File: config.mk
export PLATFORM = sky130hd
export DESIGN_NAME = pcs_cell
export DESIGN_NICKNAME = d
export VERILOG_FILES = /design/src/sv/pcs_pkg.sv /design/src/sv/pcs_cell.sv
export SDC_FILE = /design/constraint.sdc
export NUM_CORES = 2
export LEC_CHECK = 0
export BUFFER_PORTS_ARGS = -buffer_cell sky130_fd_sc_hd__buf_2
export CORE_MARGIN = 3
export CORE_UTILIZATION = 59
export DETAILED_ROUTE_END_ITERATION = 8
export PLACE_DENSITY = 0.76
export SYNTH_ARGS = -nofsm -noshare
export SYNTH_HDL_FRONTEND = slang
export SYNTH_SLANG_ARGS = --single-unit
export TNS_END_PERCENT = 5
File: constraint.sdc
create_clock -name i_clk -period 44.7 [get_ports i_clk]
set_input_delay 4.47 -clock i_clk [delete_from_list [all_inputs] [get_ports i_clk]]
set_output_delay 4.47 -clock i_clk [all_outputs]
set_load 0.05 [all_outputs]
File: src/sv/pcs_pkg.sv
// ----------------------------------------------------------------------------
// pcs_pkg - shared types and arithmetic for the path corner smoother
// Point and product types, cell action codes and the corner-cut helpers.
// ----------------------------------------------------------------------------
package pcs_pkg;

    localparam int COORD_BITS = 32;
    localparam int NUM_AXES   = 3;
    localparam int MAX_PASSES = 2;
    localparam int CFG_W      = 2;
    localparam int PASS_W     = $clog2(MAX_PASSES + 1);

    // cut factor 14418/65536
    localparam int CUT_NUM   = 14418;
    localparam int CUT_SHIFT = 16;
    localparam int PROD_W    = COORD_BITS + CUT_SHIFT;

    localparam int DATA_W = ((NUM_AXES * COORD_BITS + 7) / 8) * 8;

    typedef logic [NUM_AXES-1:0][COORD_BITS-1:0] t_point;
    typedef logic [NUM_AXES-1:0][PROD_W-1:0]     t_prod;

    typedef enum logic [1:0] {
        MODE_NONE,
        MODE_PASS,
        MODE_CUT
    } t_mode;

    // (o - c) * 14418, exact in PROD_W bits
    function automatic logic [PROD_W-1:0] cut_prod(
        input logic [COORD_BITS-1:0] o,
        input logic [COORD_BITS-1:0] c
    );
        logic signed [PROD_W-1:0] diff;
        logic signed [PROD_W-1:0] prod;
        diff = PROD_W'(signed'(o)) - PROD_W'(signed'(c));
        prod = diff * PROD_W'(CUT_NUM);
        return prod;
    endfunction

    // c + floor(prod / 65536); the arithmetic shift floors toward minus infinity
    function automatic logic [COORD_BITS-1:0] cut_apply(
        input logic [COORD_BITS-1:0] c,
        input logic [PROD_W-1:0]     prod
    );
        return c + prod[CUT_SHIFT +: COORD_BITS];
    endfunction

endpackage

File: src/sv/pcs_cell.sv
// ----------------------------------------------------------------------------
// pcs_cell - one corner-cutting pass
// Holds a two-point window and forms both cut products on entry. Its output
// register emits up to three points per point taken, one per cycle unless stalled.
// ----------------------------------------------------------------------------
module pcs_cell
    import pcs_pkg::*;
(
    input  logic   i_clk,
    input  logic   i_rst_n,
    input  logic   i_enable,
    input  logic   i_valid,
    output logic   o_ready,
    input  t_point i_point,
    input  logic   i_last,
    output logic   o_valid,
    input  logic   i_ready,
    output t_point o_point,
    output logic   o_last
);

    // window
    logic [1:0] r_fill;
    logic [1:0] n_fill;
    t_point     r_prev;
    t_point     r_curr;
    logic       n_shift;

    // work register
    logic       r_p_valid;
    t_mode      r_mode;
    t_mode      n_mode;
    logic [1:0] r_step;
    t_point     r_pt;
    logic       r_pt_last;
    t_point     r_cv;
    t_prod      r_prod_a;
    t_prod      r_prod_b;

    // output register
    logic       r_out_valid;
    t_point     r_out_point;
    logic       r_out_last;

    t_point emit_pt;
    logic   emit_last;
    logic   emit_final;
    logic   has_emit;
    logic   out_free;
    logic   load;
    logic   p_done;
    logic   accept;

    always_comb begin
        emit_pt    = r_pt;
        emit_last  = r_pt_last;
        emit_final = 1'b1;
        unique case (r_mode)
            MODE_CUT: begin
                case (r_step)
                    2'd0: begin
                        for (int k = 0; k < NUM_AXES; k++) begin
                            emit_pt[k] = cut_apply(r_cv[k], r_prod_a[k]);
                        end
                        emit_last  = 1'b0;
                        emit_final = 1'b0;
                    end
                    2'd1: begin
                        for (int k = 0; k < NUM_AXES; k++) begin
                            emit_pt[k] = cut_apply(r_cv[k], r_prod_b[k]);
                        end
                        emit_last  = 1'b0;
                        emit_final = !r_pt_last;
                    end
                    default: begin
                        emit_pt    = r_pt;
                        emit_last  = 1'b1;
                        emit_final = 1'b1;
                    end
                endcase
            end
            MODE_PASS: begin
                emit_pt    = r_pt;
                emit_last  = r_pt_last;
                emit_final = 1'b1;
            end
            default: begin
                emit_pt    = r_pt;
                emit_last  = r_pt_last;
                emit_final = 1'b1;
            end
        endcase
    end

    assign has_emit = (r_mode != MODE_NONE);
    assign out_free = !r_out_valid || i_ready;
    assign load     = r_p_valid && has_emit && out_free;
    assign p_done   = r_p_valid && (!has_emit || (load && emit_final));
    assign o_ready  = !r_p_valid || p_done;
    assign accept   = i_valid && o_ready;

    // action and window update for the point being taken
    always_comb begin
        n_mode  = MODE_PASS;
        n_fill  = r_fill;
        n_shift = 1'b0;
        if (i_enable) begin
            unique case (r_fill)
                2'd0: begin
                    n_mode = MODE_PASS;
                    if (!i_last) begin
                        n_fill = 2'd1;
                    end
                end
                2'd1: begin
                    if (i_last) begin
                        n_mode = MODE_PASS;
                        n_fill = 2'd0;
                    end else begin
                        n_mode  = MODE_NONE;
                        n_fill  = 2'd2;
                        n_shift = 1'b1;
                    end
                end
                default: begin
                    n_mode = MODE_CUT;
                    if (i_last) begin
                        n_fill = 2'd0;
                    end else begin
                        n_fill  = 2'd2;
                        n_shift = 1'b1;
                    end
                end
            endcase
        end
    end

    always_ff @(posedge i_clk) begin
        if (!i_rst_n) begin
            r_fill      <= 2'd0;
            r_p_valid   <= 1'b0;
            r_step      <= 2'd0;
            r_out_valid <= 1'b0;
        end else begin
            // an unused pass stays empty
            if (!i_enable) begin
                r_fill <= 2'd0;
            end else if (accept) begin
                r_fill <= n_fill;
            end
            if (accept) begin
                r_p_valid <= 1'b1;
            end else if (p_done) begin
                r_p_valid <= 1'b0;
            end
            if (load) begin
                r_step <= emit_final ? 2'd0 : r_step + 2'd1;
            end
            if (load) begin
                r_out_valid <= 1'b1;
            end else if (i_ready) begin
                r_out_valid <= 1'b0;
            end
        end
    end

    always_ff @(posedge i_clk) begin
        if (accept) begin
            r_mode    <= n_mode;
            r_pt      <= i_point;
            r_pt_last <= i_last;
            r_cv      <= r_curr;
            for (int k = 0; k < NUM_AXES; k++) begin
                r_prod_a[k] <= cut_prod(r_prev[k], r_curr[k]);
                r_prod_b[k] <= cut_prod(i_point[k], r_curr[k]);
            end
            if (i_enable && (r_fill == 2'd0)) begin
                r_curr <= i_point;
            end else if (n_shift) begin
                r_prev <= r_curr;
                r_curr <= i_point;
            end
        end
        if (load) begin
            r_out_point <= emit_pt;
            r_out_last  <= emit_last;
        end
    end

    assign o_valid = r_out_valid;
    assign o_point = r_out_point;
    assign o_last  = r_out_last;

endmodule

# After elaboration in Yosys (flattened, before gate mapping)
# Index checks and enable logic that the tools add are counted.
[word_totals]
regBits = 772
input_bits = 102
output_inout_bits = 99
wordCells = 97
[classes]
n_addsub = 13
mul = 6
eq_ne = 4
muxes = 21
n_bitwise = 1
reduce_logical = 24
[op_table]
columns = ["op", "count"]
rows = [
  ["$mux W96", 3],
  ["$mul A33 B14 Y47 const B", 6],
  ["$sub A32 B32 Y33", 6],
  ["$add A32 B32 Y32", 6],
  ["$pmux W96 S2", 1],
  ["$mux W1", 11],
  ["$mux W2", 4],
  ["$reduce_bool A2 Y1", 4],
  ["$logic_and A1 B1 Y1", 6],
  ["$reduce_and A2 Y1", 3],
  ["$eq A2 B1 Y1 const B", 2],
  ["$logic_not A1 Y1", 4],
  ["$logic_not A2 Y1", 2],
  ["$pmux W2 S2", 1],
  ["$logic_or A1 B1 Y1", 3],
  ["$reduce_and A3 Y1", 1],
  ["$add A2 B1 Y2 const B", 1],
  ["$eq A2 B2 Y1 const B", 1],
  ["$ne A2 B2 Y1 const B", 1],
  ["$pmux W1 S2", 1],
  ["$reduce_or A2 Y1", 1],
  ["$not A1 Y1", 1],
]

# Longest topological paths before layout
[logic_depth]
ltp_word = 9
depth_mapped = 38
ltp_nobuf = 38

# Worst setup path before layout
# No wires, ideal clock.
[synth_timing]
path_kind = "in2reg"
from = "input i_ready"
to = "register r_prev[0] (netlist bit), enable pin"
setup_ns = 0.670
arrival_time_ns = 23.782
setup_slack_ns = 20.248
cell_stages = 6
n_path_buf = 1
cell_sequence = "nor2b_1 > o21ai_0 > and2_1 > clkbuf_1 > nand2_1 > nor3_1"
[synth_between]
elab_chain_len = 8
[synth_lines]
columns = ["item", "line_no", "text"]
rows = [
  ["start, declared", "pcs_cell.sv:17", "input logic i_ready,"],
  ["$logic_or A1 B1 Y1", "pcs_cell.sv:96", "assign out_free = !r_out_valid || i_ready;"],
  ["$logic_and A1 B1 Y1", "pcs_cell.sv:97", "assign load = r_p_valid && has_emit && out_free;"],
  ["$logic_and A1 B1 Y1", "pcs_cell.sv:98", "assign p_done = r_p_valid && (!has_emit || (load && emit_final));"],
  ["$logic_or A1 B1 Y1", "pcs_cell.sv:98", ""],
  ["$logic_and A1 B1 Y1", "pcs_cell.sv:98", ""],
  ["$logic_or A1 B1 Y1", "pcs_cell.sv:99", "assign o_ready = !r_p_valid || p_done;"],
  ["net o_ready", "pcs_cell.sv:13", "output logic o_ready,"],
  ["$logic_and A1 B1 Y1", "pcs_cell.sv:100", "assign accept = i_valid && o_ready;"],
  ["net accept", "pcs_cell.sv:52", "logic accept;"],
  ["$reduce_and A3 Y1 (no source line)", "n/a", ""],
  ["end signal, assigned", "pcs_cell.sv:180", "r_prev <= r_curr;"],
  ["end, declared", "pcs_cell.sv:25", "t_point r_prev;"],
]
# The timed path passes the listed nets, and every way through them passes these cells.
# A chain may end at the register's enable or synchronous reset.

# Final worst setup path
[layout_timing]
from = "input i_point[64] (netlist bit)"
to = "register r_prod_b[143] (netlist bit) (data pin)"
[layout_between]
elab_chain_len = 2
[layout_lines]
columns = ["item", "line_no", "text"]
rows = [
  ["start, declared", "pcs_cell.sv:14", "input t_point i_point,"],
  ["$sub A32 B32 Y33", "pcs_pkg.sv:36", "diff = PROD_W'(signed'(o)) - PROD_W'(signed'(c));"],
  ["$mul A33 B14 Y47", "pcs_pkg.sv:37", "prod = diff * PROD_W'(CUT_NUM);"],
  ["end signal, assigned by index", "pcs_cell.sv:175", "r_prod_b[k] <= cut_prod(i_point[k], r_curr[k]);"],
  ["end, declared", "pcs_cell.sv:38", "t_prod r_prod_b;"],
]
# No other way between the ends.

==> impl_metrics.env <==
export IMPL_crit_family="adder cells"
export IMPL_htree_levels=3
export IMPL_cp_arrival_ns=12.91
export IMPL_rr_endpoint="r_prod_a[142]$_DFFE_PP_"
export IMPL_drt_iter0_drc=3588
export IMPL_rsz0062_at_grt="false"
export IMPL_die_y_um=367.6
export IMPL_die_area_mm2=0.1351
export IMPL_syn_to_final_growth_pct=7.410
export IMPL_placement_rows=132
export IMPL_synth_edff_count=676
export IMPL_setup_violations=0
export IMPL_finalWirelength_mm=182.3
export IMPL_mostFrequentLayoutCell="inv_1"
export IMPL_root_buffer="clkbuf_16"
export IMPL_status="complete, no violations"
export IMPL_multi_input_area_mm2=0.05109
export IMPL_nNetsFinal=9760
export IMPL_ys_types=96
export IMPL_min_to="r_prev[9]$_DFFE_PP_"
export IMPL_slew_headroom_pct=18.86
export IMPL_wl_per_cell_um=18.93
export IMPL_period_share_pct=27.93
export IMPL_antenna_found_initial=5
export IMPL_syn_nets=9535
export IMPL_grt_overflow_total=0
export IMPL_crit_path_end_kind="register"
export IMPL_start_kind="primary input"
export IMPL_worstHoldStart="r_curr[9]$_DFFE_PP_"
export IMPL_criticalPathCategory="primary input to register"
export IMPL_async_reset_ff_share_pct=0
export IMPL_layout_common_cells="inv_1 (1,402), ha_1 (1,285), edfxtp_1 (676), fa_1 (544), xnor2_1 (419)"
export IMPL_synth_top_cells_by_area="edfxtp_1 (26%), ha_1 (21%), fa_1 (14%), inv_1 (6.8%), xnor2_1 (4.8%)"
export IMPL_netlist_area_mm2=0.07714
export IMPL_fmaxAchievable_mhz=80.10
export IMPL_hold_violations=0
export IMPL_finalCriticalPeriod_ns=12.48
export IMPL_ios=201
export IMPL_cts_sinks=682
export IMPL_critPathSlowestCell="xnor2_1"
export IMPL_r2r_cells=31
export IMPL_final_fill_count=10390
export IMPL_yosys_warnings=0
export IMPL_cp_num_buf_inv=6
export IMPL_synth_seq_area_share_pct=26.47
export IMPL_grt_pass1_vias=56430
export IMPL_postCtsSetupBuffers=0
export IMPL_drcViolationCount=0
export IMPL_core_mm2=0.1296
export IMPL_grt_pass1_wl_mm=295.4
export IMPL_r2r_start="r_curr[64]$_DFFE_PP_"
export IMPL_clk_latency_ns=0.70
export IMPL_max_stage_delay_ns=0.74
export IMPL_track_usage_pct=27.22
export IMPL_clockBufferDepth=3
export IMPL_clkSlewWorstSetupHoldPaths_ns=0.06
export IMPL_synth_top_area_share_pct=26.31
export IMPL_tns_ns=0
export IMPL_rrSetupSlack_ns=34.94
export IMPL_initial_core_util_pct=59.50
export IMPL_place_congestion=0.9302
export IMPL_maxSlewViolCount=0
export IMPL_ys_seq_elements=682
export IMPL_io_buffers=200
export IMPL_synthCells=7603
export IMPL_syn_mean_instance_area_um2=10.15
export IMPL_hold_class="register to register"
export IMPL_regArea_mm2=0.02042
export IMPL_min_path_cells=0
export IMPL_grt_max_degree=126
export IMPL_synth_ff_type="edfxtp_1"
export IMPL_cp_max_fo=8
export IMPL_ant_nets=0
export IMPL_dr_total_vias=54790
export IMPL_synth_top_area_cell="edfxtp_1"
export IMPL_cts_tree="yes"
export IMPL_max_cap_violations=0
export IMPL_dpl_hpwl_mm=148.5
export IMPL_first_pass_iters=8
export IMPL_fin_worst_skew_ns=0.03512
export IMPL_worst_pin_slew_ns=1.213
export IMPL_cts_resized=0
export IMPL_die_w_um=367.6
export IMPL_vias_per_cell=5.690
export IMPL_cp_data_required_time_ns=45.13
export IMPL_drive_gt1_share_pct=6.837
export IMPL_cts_hold_buf=0
export IMPL_cts_buffers=78
through the flow:
| stage | setup slack [ns] | std cells | hold WS [ns] | utilization [%] | instance area [um2] |
|---|---|---|---|---|---|
| global route | 31.43 | 9629 | 0.4917 | 63.91 | 82860 |
| floorplan | 20.25 | 7603 | 0.4409 | - | 77140 |
| detailed placement | 31.67 | 9490 | 0.4558 | 61.95 | 80320 |
| finish | 32.22 | 9629 | 0.4634 | 63.91 | 82860 |
| global placement | 31.72 | 9490 | 0.4484 | 61.95 | 80320 |
| CTS | 32.33 | 9626 | 0.4736 | 63.91 | 82850 |
Yosys cell counts, drive strengths merged (82+ instances only):
library cell	instances
fa	544
edfxtp	676
nor2	285
nor3	104
o21ai	288
xnor2	428
xor2	375
mux2	113
nand2	282
ha	1286
a21oi	408
a21o	408
inv	1409
nand3	82
worst reg2reg max path, delay by kind of cell, from the launching register on:
kind,cells,cell delay (ns)
buf+inv,1,0.05
xor+xnor,4,1.39
flops,1,0.53
simple gates,4,0.50
fa+ha+maj,9,3.35
compound gates,13,3.72
area by class of cell:
class / count / share of cell area [%]
Multi-Input combinational cell: 5414 / 61.66
Sequential cell: 682 / 24.64
Inverter: 1409 / 6.386
Tap cell: 1742 / 2.630
Clock buffer: 97 / 2.505
Timing Repair Buffer: 243 / 1.613
Clock inverter: 39 / 0.5512
Antenna cell: 3 / 0.009060
flip-flops by register name, summed over array words and instances, names as in the netlist, 2 cells and up:
name	cells
o_point	96
r_curr	96
r_cv	96
r_prev	96
r_prod_a	96
r_prod_b	96
r_pt	96
r_fill	2
r_mode	2
r_step	2
metal layers:
layer | up-vias | track usage (%) | wire (um) | share of wire, %
met5 | - | 0 | 9 | 0.0049
met4 | 2 | 9.212 | 6107 | 3.4
met3 | 316 | 2.884 | 8685 | 4.8
met2 | 1402 | 46.15 | 87200 | 48
met1 | 26600 | 36.44 | 80290 | 44
li1 | 26470 | - | - | -
worst max path at each step:
| stage | to | from | slack, ns | depth (start not counted) |
|---|---|---|---|---|
| 2_1_floorplan | r_prev[0]$_DFFE_PP_ | i_ready | 20.25 | 6 |
| 3_3_place_gp | r_prod_b[143]$_DFFE_PP_ | i_point[64] | 31.72 | 34 |
| 3_5_place_dp | r_prod_b[143]$_DFFE_PP_ | i_point[64] | 31.67 | 34 |
| 4_1_cts | r_prod_b[143]$_DFFE_PP_ | i_point[64] | 32.33 | 34 |
| 5_1_grt | r_prod_b[143]$_DFFE_PP_ | i_point[64] | 31.43 | 34 |
| 6_report | r_prod_b[143]$_DFFE_PP_ | i_point[64] | 32.22 | 34 |
cells by family (layout without fill, tap and decap cells):
kind of cell / Yosys count / count (layout) / share of synthesized area [%]
multiplexers: 123 / 123 / 1.779
adder cells (fa/ha/maj): 1830 / 1830 / 34.97
buffers and inverters: 1507 / 1788 / 7.360
XOR/XNOR: 803 / 803 / 9.214
AO/OA/AOI/OAI: 1551 / 1551 / 13.20
AND/OR/NAND/NOR: 1107 / 1107 / 7.002
flip-flops: 682 / 682 / 26.47
other: 0 / 3 / 0
Power is left out: the tool's default activity adds up to more than one toggle a clock period on the data nets, which glitch-free logic cannot reach.
